### config.mk
export PLATFORM = sky130hd
export DESIGN_NAME = zigzag_delta_vbyte16_encoder
export DESIGN_NICKNAME = d
export VERILOG_FILES = /design/src/rtl/zde_pkg.sv /design/src/rtl/zde_front.sv /design/src/rtl/zde_queue.sv /design/src/rtl/zde_back.sv /design/src/rtl/zigzag_delta_vbyte16_encoder.sv
export SDC_FILE = /design/constraint.sdc
export NUM_CORES = 1
export LEC_CHECK = 0
export BUFFER_PORTS_ARGS = -buffer_cell sky130_fd_sc_hd__buf_2
export CORE_MARGIN = 3
export CORE_UTILIZATION = 55
export DETAILED_ROUTE_END_ITERATION = 7
export PLACE_DENSITY = 0.72
export SYNTH_ARGS = -nofsm -noshare
export SYNTH_HDL_FRONTEND = slang
export SYNTH_HIERARCHICAL = 1
export SYNTH_SLANG_ARGS = --single-unit
### constraint.sdc
create_clock -name clk -period 10 [get_ports clk]
set_clock_uncertainty 0.15 [all_clocks]
set_input_delay 0.5 -clock clk [delete_from_list [all_inputs] [get_ports clk]]
set_output_delay 0.5 -clock clk [all_outputs]
set_load 0.01 [all_outputs]
### src/rtl/zde_pkg.sv
// ----------------------------------------------------------------------------
// Zigzag delta byte encoder package
// Widths, register indexes, the job record and the back-end step codes.
// ----------------------------------------------------------------------------
package zde_pkg;

  localparam int SAMPLE_W   = 16;
  localparam int BYTE_W     = 8;
  localparam int OFFSET_W   = 34;
  localparam int COUNT_W    = 32;
  localparam int KEY_LEN_W  = 30;
  localparam int KOFF_W     = 29;
  localparam int KEY_POS_W  = 3;
  localparam int CFG_IDX_W  = 2;
  localparam int CFG_DATA_W = 32;

  localparam int DEF_QUEUE_DEPTH = 4;

  localparam logic [CFG_IDX_W-1:0] CFG_INITIAL_PREVIOUS = 2'd0;
  localparam logic [CFG_IDX_W-1:0] CFG_SAMPLE_COUNT     = 2'd1;

  // One classified sample, handed from front to back
  typedef struct packed {
    logic [SAMPLE_W-1:0] code;
    logic                two;
    logic                key_due;
    logic [BYTE_W-1:0]   key_byte;
    logic [OFFSET_W-1:0] base;
    logic [KOFF_W-1:0]   koff;
    logic                is_final;
  } zde_job_t;

  typedef enum logic [1:0] {
    STEP_LO,
    STEP_HI,
    STEP_KEY
  } zde_step_t;

endpackage

### src/rtl/zde_front.sv
// ----------------------------------------------------------------------------
// Zigzag delta byte encoder front end
// Holds configuration and stream state, codes each sample and builds a job.
// ----------------------------------------------------------------------------
module zde_front (
  input  logic                         clk,
  input  logic                         rst_n,
  input  logic                         cfg_wr_en,
  input  logic [zde_pkg::CFG_IDX_W-1:0]  cfg_index,
  input  logic [zde_pkg::CFG_DATA_W-1:0] cfg_data,
  input  logic                         in_valid,
  output logic                         in_ready,
  input  logic [zde_pkg::SAMPLE_W-1:0] in_sample,
  output logic                         push_valid,
  input  logic                         push_ready,
  output zde_pkg::zde_job_t            push_job
);
  import zde_pkg::*;

  logic [SAMPLE_W-1:0]  init_prev_r;
  logic [COUNT_W-1:0]   count_m1_r;
  logic [KEY_LEN_W-1:0] key_len_r;
  logic [SAMPLE_W-1:0]  prev_r;
  logic [BYTE_W-1:0]    key_acc_r;
  logic [KEY_POS_W-1:0] key_pos_r;
  logic [COUNT_W-1:0]   seen_r;
  logic [OFFSET_W-1:0]  data_off_r;

  logic [SAMPLE_W-1:0]  prev;
  logic [SAMPLE_W-1:0]  delta;
  logic [SAMPLE_W-1:0]  code;
  logic                 two;
  logic                 is_final;
  logic                 key_due;
  logic [BYTE_W-1:0]    key_byte;
  logic                 accept;
  logic [COUNT_W:0]     len_sum;

  assign in_ready   = push_ready;
  assign push_valid = in_valid;
  assign accept     = in_valid && push_ready;

  always_comb begin
    prev     = (seen_r == '0) ? init_prev_r : prev_r;
    delta    = in_sample - prev;
    code     = {delta[SAMPLE_W-2:0], 1'b0} ^ {SAMPLE_W{delta[SAMPLE_W-1]}};
    two      = |code[SAMPLE_W-1:BYTE_W];
    is_final = seen_r >= count_m1_r;
    key_due  = is_final || (key_pos_r == {KEY_POS_W{1'b1}});
    key_byte = key_acc_r | (BYTE_W'(two) << key_pos_r);
    len_sum  = {1'b0, cfg_data} + (COUNT_W+1)'(7);
  end

  always_comb begin
    push_job.code     = code;
    push_job.two      = two;
    push_job.key_due  = key_due;
    push_job.key_byte = key_byte;
    push_job.base     = OFFSET_W'(key_len_r) + data_off_r;
    push_job.koff     = seen_r[COUNT_W-1:KEY_POS_W];
    push_job.is_final = is_final;
  end

  // Configuration registers; a zero count behaves as one
  always_ff @(posedge clk) begin
    if (!rst_n) begin
      init_prev_r <= '0;
      count_m1_r  <= '0;
      key_len_r   <= KEY_LEN_W'(1);
    end else if (cfg_wr_en) begin
      case (cfg_index)
        CFG_INITIAL_PREVIOUS: init_prev_r <= cfg_data[SAMPLE_W-1:0];
        CFG_SAMPLE_COUNT: begin
          if (cfg_data == '0) begin
            count_m1_r <= '0;
            key_len_r  <= KEY_LEN_W'(1);
          end else begin
            count_m1_r <= cfg_data - COUNT_W'(1);
            key_len_r  <= len_sum[COUNT_W:KEY_POS_W];
          end
        end
        default: ;
      endcase
    end
  end

  always_ff @(posedge clk) begin
    if (!rst_n) begin
      prev_r     <= '0;
      key_acc_r  <= '0;
      key_pos_r  <= '0;
      seen_r     <= '0;
      data_off_r <= '0;
    end else if (accept) begin
      if (key_due) begin
        key_acc_r <= '0;
        key_pos_r <= '0;
      end else begin
        key_acc_r <= key_byte;
        key_pos_r <= key_pos_r + KEY_POS_W'(1);
      end
      if (is_final) begin
        // start a fresh stream
        seen_r     <= '0;
        data_off_r <= '0;
        prev_r     <= init_prev_r;
      end else begin
        seen_r     <= seen_r + COUNT_W'(1);
        data_off_r <= data_off_r + (two ? OFFSET_W'(2) : OFFSET_W'(1));
        prev_r     <= in_sample;
      end
    end
  end

endmodule

### src/rtl/zde_queue.sv
// ----------------------------------------------------------------------------
// Zigzag delta byte encoder job queue
// Small register queue that decouples the front end from the byte emitter.
// ----------------------------------------------------------------------------
module zde_queue #(
  parameter int DEPTH = zde_pkg::DEF_QUEUE_DEPTH
) (
  input  logic              clk,
  input  logic              rst_n,
  input  logic              push_valid,
  output logic              push_ready,
  input  zde_pkg::zde_job_t push_job,
  output logic              pop_valid,
  input  logic              pop_ready,
  output zde_pkg::zde_job_t pop_job
);
  import zde_pkg::*;

  localparam int PTR_W = (DEPTH > 1) ? $clog2(DEPTH) : 1;
  localparam int CNT_W = $clog2(DEPTH + 1);

  zde_job_t             mem_r [DEPTH];
  logic [PTR_W-1:0]     wr_ptr_r;
  logic [PTR_W-1:0]     rd_ptr_r;
  logic [CNT_W-1:0]     count_r;
  logic                 push;
  logic                 pop;

  assign push_ready = count_r != CNT_W'(DEPTH);
  assign pop_valid  = count_r != '0;
  assign push       = push_valid && push_ready;
  assign pop        = pop_valid && pop_ready;
  assign pop_job    = mem_r[rd_ptr_r];

  always_ff @(posedge clk) begin
    if (push) begin
      mem_r[wr_ptr_r] <= push_job;
    end
  end

  always_ff @(posedge clk) begin
    if (!rst_n) begin
      wr_ptr_r <= '0;
      rd_ptr_r <= '0;
      count_r  <= '0;
    end else begin
      if (push) begin
        wr_ptr_r <= (wr_ptr_r == PTR_W'(DEPTH - 1)) ? '0 : wr_ptr_r + PTR_W'(1);
      end
      if (pop) begin
        rd_ptr_r <= (rd_ptr_r == PTR_W'(DEPTH - 1)) ? '0 : rd_ptr_r + PTR_W'(1);
      end
      case ({push, pop})
        2'b10:   count_r <= count_r + CNT_W'(1);
        2'b01:   count_r <= count_r - CNT_W'(1);
        default: ;
      endcase
    end
  end

endmodule

### src/rtl/zde_back.sv
// ----------------------------------------------------------------------------
// Zigzag delta byte encoder back end
// Walks each job through its data and key bytes into the output register.
// ----------------------------------------------------------------------------
module zde_back (
  input  logic                         clk,
  input  logic                         rst_n,
  input  logic                         pop_valid,
  output logic                         pop_ready,
  input  zde_pkg::zde_job_t            pop_job,
  output logic                         out_valid,
  input  logic                         out_ready,
  output logic [zde_pkg::BYTE_W-1:0]   out_byte,
  output logic                         out_is_key,
  output logic [zde_pkg::OFFSET_W-1:0] out_byte_offset,
  output logic                         out_run_last,
  output logic                         out_stream_end,
  output logic [zde_pkg::OFFSET_W-1:0] out_total_bytes
);
  import zde_pkg::*;

  zde_job_t            cur_r;
  logic                cur_valid_r;
  logic                cur_valid_nxt;
  zde_step_t           step_r;
  zde_step_t           step_nxt;
  zde_step_t           step_adv;

  logic                out_valid_r;
  logic [BYTE_W-1:0]   byte_r;
  logic                is_key_r;
  logic [OFFSET_W-1:0] off_r;
  logic                last_r;
  logic                end_r;
  logic [OFFSET_W-1:0] total_r;

  logic [BYTE_W-1:0]   byte_c;
  logic                is_key_c;
  logic [OFFSET_W-1:0] off_c;
  logic                last_c;
  logic                end_c;
  logic [OFFSET_W-1:0] total_c;
  logic                done;
  logic                advance;
  logic                pop;

  assign advance   = cur_valid_r && (!out_valid_r || out_ready);
  assign pop       = pop_valid && (!cur_valid_r || (advance && done));
  assign pop_ready = !cur_valid_r || (advance && done);

  always_ff @(posedge clk) begin
    if (!rst_n) begin
      step_r      <= STEP_LO;
      cur_valid_r <= 1'b0;
    end else begin
      step_r      <= step_nxt;
      cur_valid_r <= cur_valid_nxt;
    end
  end

  always_comb begin
    byte_c   = cur_r.code[BYTE_W-1:0];
    is_key_c = 1'b0;
    off_c    = cur_r.base;
    last_c   = !cur_r.two && !cur_r.key_due;
    end_c    = 1'b0;
    total_c  = '0;
    done     = !cur_r.two && !cur_r.key_due;
    step_adv = cur_r.two ? STEP_HI : STEP_KEY;
    unique case (step_r)
      STEP_LO: ;
      STEP_HI: begin
        byte_c   = cur_r.code[SAMPLE_W-1:BYTE_W];
        off_c    = cur_r.base + OFFSET_W'(1);
        last_c   = !cur_r.key_due;
        done     = !cur_r.key_due;
        step_adv = STEP_KEY;
      end
      STEP_KEY: begin
        byte_c   = cur_r.key_byte;
        is_key_c = 1'b1;
        off_c    = OFFSET_W'(cur_r.koff);
        last_c   = 1'b1;
        end_c    = cur_r.is_final;
        total_c  = cur_r.is_final ?
                   cur_r.base + (cur_r.two ? OFFSET_W'(2) : OFFSET_W'(1)) : '0;
        done     = 1'b1;
        step_adv = STEP_LO;
      end
      default: ;
    endcase

    step_nxt      = step_r;
    cur_valid_nxt = cur_valid_r;
    if (pop) begin
      step_nxt      = STEP_LO;
      cur_valid_nxt = 1'b1;
    end else if (advance) begin
      step_nxt = step_adv;
      if (done) begin
        cur_valid_nxt = 1'b0;
      end
    end
  end

  always_ff @(posedge clk) begin
    if (pop) begin
      cur_r <= pop_job;
    end
  end

  // Output register: load a byte when free or being taken, hold otherwise
  always_ff @(posedge clk) begin
    if (!rst_n) begin
      out_valid_r <= 1'b0;
    end else if (advance) begin
      out_valid_r <= 1'b1;
    end else if (out_ready) begin
      out_valid_r <= 1'b0;
    end
  end

  always_ff @(posedge clk) begin
    if (advance) begin
      byte_r   <= byte_c;
      is_key_r <= is_key_c;
      off_r    <= off_c;
      last_r   <= last_c;
      end_r    <= end_c;
      total_r  <= total_c;
    end
  end

  assign out_valid       = out_valid_r;
  assign out_byte        = byte_r;
  assign out_is_key      = is_key_r;
  assign out_byte_offset = off_r;
  assign out_run_last    = last_r;
  assign out_stream_end  = end_r;
  assign out_total_bytes = total_r;

endmodule

### src/rtl/zigzag_delta_vbyte16_encoder.sv
// ----------------------------------------------------------------------------
// Zigzag delta byte encoder, top level
//
// Channel  Direction  Handshake            Carries
// in_      in         in_valid/in_ready    in_sample, one 16-bit sample
// out_     out        out_valid/out_ready  one key or data byte with offsets
// cfg_     in         cfg_wr_en            cfg_index, cfg_data register write
//
// A sample yields one or two data bytes and, on every eighth and on the
// final sample, one key byte, sent via the back end's single byte-wide
// output register. The front end takes a sample every cycle while the job
// queue has room; a job goes via the queue, current-job and output registers.
// Synchronous reset; no clearing pass. Either side may stall at any time.
// ----------------------------------------------------------------------------
module zigzag_delta_vbyte16_encoder #(
  parameter int QUEUE_DEPTH = zde_pkg::DEF_QUEUE_DEPTH
) (
  input  logic                           clk,
  input  logic                           rst_n,
  input  logic                           cfg_wr_en,
  input  logic [zde_pkg::CFG_IDX_W-1:0]  cfg_index,
  input  logic [zde_pkg::CFG_DATA_W-1:0] cfg_data,
  input  logic                           in_valid,
  output logic                           in_ready,
  input  logic [zde_pkg::SAMPLE_W-1:0]   in_sample,
  output logic                           out_valid,
  input  logic                           out_ready,
  output logic [zde_pkg::BYTE_W-1:0]     out_byte,
  output logic                           out_is_key,
  output logic [zde_pkg::OFFSET_W-1:0]   out_byte_offset,
  output logic                           out_run_last,
  output logic                           out_stream_end,
  output logic [zde_pkg::OFFSET_W-1:0]   out_total_bytes
);
  import zde_pkg::*;

  logic     push_valid;
  logic     push_ready;
  zde_job_t push_job;
  logic     pop_valid;
  logic     pop_ready;
  zde_job_t pop_job;

  zde_front u_front (
    .clk        (clk),
    .rst_n      (rst_n),
    .cfg_wr_en  (cfg_wr_en),
    .cfg_index  (cfg_index),
    .cfg_data   (cfg_data),
    .in_valid   (in_valid),
    .in_ready   (in_ready),
    .in_sample  (in_sample),
    .push_valid (push_valid),
    .push_ready (push_ready),
    .push_job   (push_job)
  );

  zde_queue #(
    .DEPTH (QUEUE_DEPTH)
  ) u_queue (
    .clk        (clk),
    .rst_n      (rst_n),
    .push_valid (push_valid),
    .push_ready (push_ready),
    .push_job   (push_job),
    .pop_valid  (pop_valid),
    .pop_ready  (pop_ready),
    .pop_job    (pop_job)
  );

  zde_back u_back (
    .clk             (clk),
    .rst_n           (rst_n),
    .pop_valid       (pop_valid),
    .pop_ready       (pop_ready),
    .pop_job         (pop_job),
    .out_valid       (out_valid),
    .out_ready       (out_ready),
    .out_byte        (out_byte),
    .out_is_key      (out_is_key),
    .out_byte_offset (out_byte_offset),
    .out_run_last    (out_run_last),
    .out_stream_end  (out_stream_end),
    .out_total_bytes (out_total_bytes)
  );

endmodule

==> impl_metrics.prom <==
# TYPE chip_impl_metric gauge
chip_impl_info{name="run_status",value="finished, final reports clean"} 1
chip_impl_metric{name="cts_setup_buffers",unit=""} 0
chip_impl_metric{name="grt_start_max_net_pins",unit=""} 86
chip_impl_metric{name="core_area",unit="um^2"} 58100
chip_impl_metric{name="post-route-drc-count",unit=""} 0
chip_impl_metric{name="detail_routed_net_length_per_standard_cell",unit="um"} 22.1
chip_impl_metric{name="detailroute.via_count",unit=""} 20800
chip_impl_metric{name="seq_area_frac_synth",unit=""} 0.601
chip_impl_metric{name="die_height",unit="um"} 249
chip_impl_metric{name="max-vdd-ir-drop",unit="V"} 0.000156
chip_impl_info{name="min_delay_path_class",value="primary input to flop"} 1
chip_impl_metric{name="cts_buffers",unit=""} 75
chip_impl_metric{name="multiInputGateArea",unit="um^2"} 11900
chip_impl_metric{name="worst_skew_pair.late_latency",unit="ns"} 0.61
chip_impl_metric{name="dp_hpwl",unit="um"} 51900
chip_impl_metric{name="port_buffers",unit=""} 135
chip_impl_metric{name="vias_per_cell",unit=""} 6.07
chip_impl_metric{name="power.switching",unit="W"} 0.00269
chip_impl_metric{name="synthDistinctLibCells",unit=""} 87
chip_impl_metric{name="setup-tns-final",unit="ns"} 0
chip_impl_metric{name="cts_sinks",unit=""} 713
chip_impl_metric{name="postSynth.asyncResetShare",unit=""} 0
chip_impl_metric{name="worstPathRequired",unit="ns"} 10.30
chip_impl_metric{name="cts_max_path_buffers",unit=""} 3
chip_impl_metric{name="instances_no_fill",unit=""} 3423
chip_impl_metric{name="grt_pass1_vias",unit=""} 20000
chip_impl_metric{name="start_util",unit=""} 0.560
chip_impl_metric{name="placed_cells",unit=""} 3289
chip_impl_metric{name="fin_area",unit="um^2"} 36000
chip_impl_metric{name="detailed_place.area",unit="um^2"} 33600
chip_impl_metric{name="p_int",unit="W"} 0.00640
chip_impl_metric{name="max_slew_margin",unit=""} 0.170
chip_impl_metric{name="critical_path.max_fanout",unit=""} 20
chip_impl_metric{name="total_power",unit="W"} 0.00909
chip_impl_metric{name="post_cts_hold_buffer_count",unit=""} 0
chip_impl_info{name="crit_path_end_kind",value="flop"} 1
chip_impl_metric{name="grt.total_usage",unit=""} 0.242
chip_impl_metric{name="antenna_found_initial",unit=""} 3
chip_impl_metric{name="cellLeakagePower",unit="nW"} 12.8
chip_impl_metric{name="timing.final.hold_violations",unit=""} 0
chip_impl_metric{name="comb_power_share",unit=""} 0.218
chip_impl_metric{name="r2r_setup_slack",unit="ns"} 1.72
chip_impl_metric{name="die_area",unit="um^2"} 62100
chip_impl_metric{name="timing.fmax",unit="MHz"} 121
chip_impl_metric{name="finalCritPeriodShare",unit=""} 0.828
chip_impl_metric{name="filler_cell_count",unit=""} 4407
chip_impl_metric{name="synth_enable_flop_cells",unit=""} 529
chip_impl_info{name="synth-main-ff-cell",value="edfxtp_1"} 1
chip_impl_metric{name="syn_nets",unit=""} 2683
chip_impl_metric{name="clkSlewWorstSetupHoldPaths",unit="ns"} 0.06
chip_impl_metric{name="placementRows",unit=""} 88
chip_impl_metric{name="totalWireLength",unit="um"} 75500
chip_impl_metric{name="antenna_cells",unit=""} 0
chip_impl_metric{name="drt.antenna.violating_nets",unit=""} 0
chip_impl_metric{name="nets",unit=""} 2757
chip_impl_metric{name="htree_levels",unit=""} 3
chip_impl_metric{name="synthCells",unit=""} 2527
chip_impl_metric{name="synth_seq_cells",unit=""} 713
chip_impl_metric{name="setup_viol_count_final",unit=""} 0
chip_impl_metric{name="max_slew.worst_pin.slew",unit="ns"} 1.24
chip_impl_metric{name="gpl.final_weighted_congestion",unit=""} 0.924
chip_impl_metric{name="timing.max_cap.violations",unit=""} 0
chip_impl_info{name="tritoncts",value="yes"} 1
chip_impl_metric{name="share_of_cells_above_drive_strength_1",unit=""} 0.151
chip_impl_metric{name="wp_data_arrival",unit="ns"} 8.59
chip_impl_metric{name="timing.final.max_slew_violations",unit=""} 0
chip_impl_info{name="worst_setup_path_start_kind",value="flop"} 1
chip_impl_metric{name="globalRouteOverflowTotal",unit=""} 0
chip_impl_info{name="clock_tree.root_cell",value="clkbuf_16"} 1
chip_impl_metric{name="min_period",unit="ns"} 8.28
chip_impl_metric{name="power_density",unit="nW/um^2"} 252
chip_impl_metric{name="post_cts_resized",unit=""} 0
chip_impl_metric{name="switching_share",unit=""} 0.296
chip_impl_info{name="worst-setup-path-type",value="flop to flop"} 1
chip_impl_metric{name="wire_length_of_the_first_global_routing_pass",unit="um"} 118000
chip_impl_metric{name="synth_warnings",unit=""} 6
chip_impl_info{name="rsz_0062_raised_after_global_routing",value="no"} 1
chip_impl_metric{name="post_synth.cell_area_avg",unit="um^2"} 12.9
chip_impl_metric{name="power_frac_seq",unit=""} 0.479
chip_impl_metric{name="drtPass1Iterations",unit=""} 6
chip_impl_metric{name="num_io_pins",unit=""} 136
chip_impl_metric{name="area.sequential",unit="um^2"} 19600
chip_impl_metric{name="pwr-share-clk",unit=""} 0.302
chip_impl_metric{name="die_x",unit="um"} 249
chip_impl_metric{name="syn2layout_area_growth",unit="%"} 10.7
chip_impl_metric{name="netlist_area",unit="um^2"} 32500
chip_impl_metric{name="number_of_design_rule_violations_left_by_the_first_detailed_router_iteration",unit=""} 2031
==> flip-flops by register name (all words and copies together), names as in the netlist, 16 cells and up, named ones only <==
name and count:
u_queue/mem_r 360, u_back/cur_r 90, u_back/out_byte_offset 34, u_back/out_total_bytes 34, u_front/data_off_r 34, u_front/count_m1_r 32
u_front/seen_r 32, u_front/key_len_r 30, u_front/init_prev_r 16, u_front/prev_r 16
==> power by group through the flow <==
stage               combinational [W]  clock [W]  sequential, W
global placement              0.00194          0        0.00439
CTS                           0.00200    0.00280        0.00436
floorplan                     0.00145          0        0.00426
finish                        0.00199    0.00275        0.00436
detailed placement            0.00200          0        0.00441
global route                  0.00217    0.00293        0.00442
==> stage by stage <==
stage	util	hold WS (ns)	setup slack (ns)
3_5_place_dp	0.578	0.300	1.72
4_1_cts	0.620	0.0350	1.69
2_1_floorplan	-	0.282	2.97
6_report	0.620	0.0645	1.72
5_1_grt	0.620	0.0654	1.05
3_3_place_gp	0.578	0.296	1.97
==> cell usage in the layout, fill, tap and decap left out, types with 10 or more instances in the layout <==
master     instances
inv_1             84
a21oi_1          104
a21o_1            20
buf_4             19
and2_1            12
a22oi_1           31
ha_1              95
clkbuf_1          16
buf_2            135
o21a_1            15
and3_1            35
nand2_1          170
dfxtp_1          182
nor3_1            37
o21ai_0           85
a211oi_1          35
nand2b_1          15
clkinv_1          11
nor4_1            21
mux2i_1           39
or4_1             12
and4_1            10
nor2b_1           15
nand3_1           77
clkbuf_16         80
edfxtp_1         529
xor2_1           114
nand4_1           45
or3_1             16
nor2_1           215
xnor2_1           82
mux4_2            90
==> worst max-delay path, stage by stage (launching register included) <==
cell and delay, ns:
dfxtp_1 0.35, inv_1 0.13, ha_1 0.18, nor4b_1 0.24, nand4_1 0.17, nor2_2 0.63
buf_4 0.33, mux2i_1 0.23, ha_1 0.33, a211oi_1 0.42, o21ai_1 0.23, o31a_1 0.40
o22ai_1 0.28, xnor2_2 0.39, nor4_1 0.66, nor2_1 0.25, inv_1 0.16, ha_1 0.18
inv_1 0.05, fa_1 0.41, nor4b_1 0.60, nand2_1 0.12, nor2_1 0.40, and4_1 0.34
and3b_1 0.22, nand3_1 0.10, xor2_1 0.14, nor2_1 0.05
==> logic make-up after synthesis <==
family,after synthesis,synth area share
XOR/XNOR,197,0.0530
flip-flops,713,0.601
multiplexers,134,0.0761
AND/OR/NAND/NOR,734,0.114
AO/OA/AOI/OAI,404,0.0811
buffers and inverters,244,0.0347
adder cells (fa/ha/maj),101,0.0400
==> cell type report <==
cell class,count,share of cell area
inverters,87,0.00913
repair buffers,154,0.0227
clock inverters,32,0.00841
multi-input cells,1570,0.330
well taps,765,0.0266
flip-flops and latches,713,0.543
clock buffers,102,0.0595
==> path summary, 6_finish.rpt <==
kind | from | to | cells after the start
setup reg to reg | u_front/seen_r[0] | u_front/data_off_r[32] | 27
hold / removal | in_sample[2] | u_front/prev_r[2] | 3
setup / recovery | u_front/seen_r[0] | u_front/data_off_r[32] | 27
hold reg to reg | u_front/count_m1_r[9] | u_front/count_m1_r[9] | 2
==> metal layers <==
metal  vias to the layer above  GRT usage  wire (um)
li1                       9594          -          -
met2                       819      0.378      34600
met1                     10200      0.353      33200
met5                         -          0          0
met3                       136     0.0394       5730
met4                         0     0.0741       1960
==> cells in the mapped netlist (17+ instances only) <==
master    number  area, um^2
nand3_1       77         385
and3_1        36         225
clkbuf_1      83         312
xor2_1       114         998
nand2_1      170         638
ha_1          96        1200
mux4_2        90        2030
buf_4         45         338
a21oi_1      104         521
nand4_1       45         282
a22oi_1       31         233
a211oi_1      35         263
xnor2_1       83         727
nor4_1        21         131
o21ai_0       85         425
mux2i_1       39         390
inv_1         87         327
a21o_1        20         150
buf_2         17        85.1
dfxtp_1      184        3680
nor3_1        37         185
nor2_1       215         807
edfxtp_1     529       15900
No activity file was read; power rests on OpenSTA's default activity.
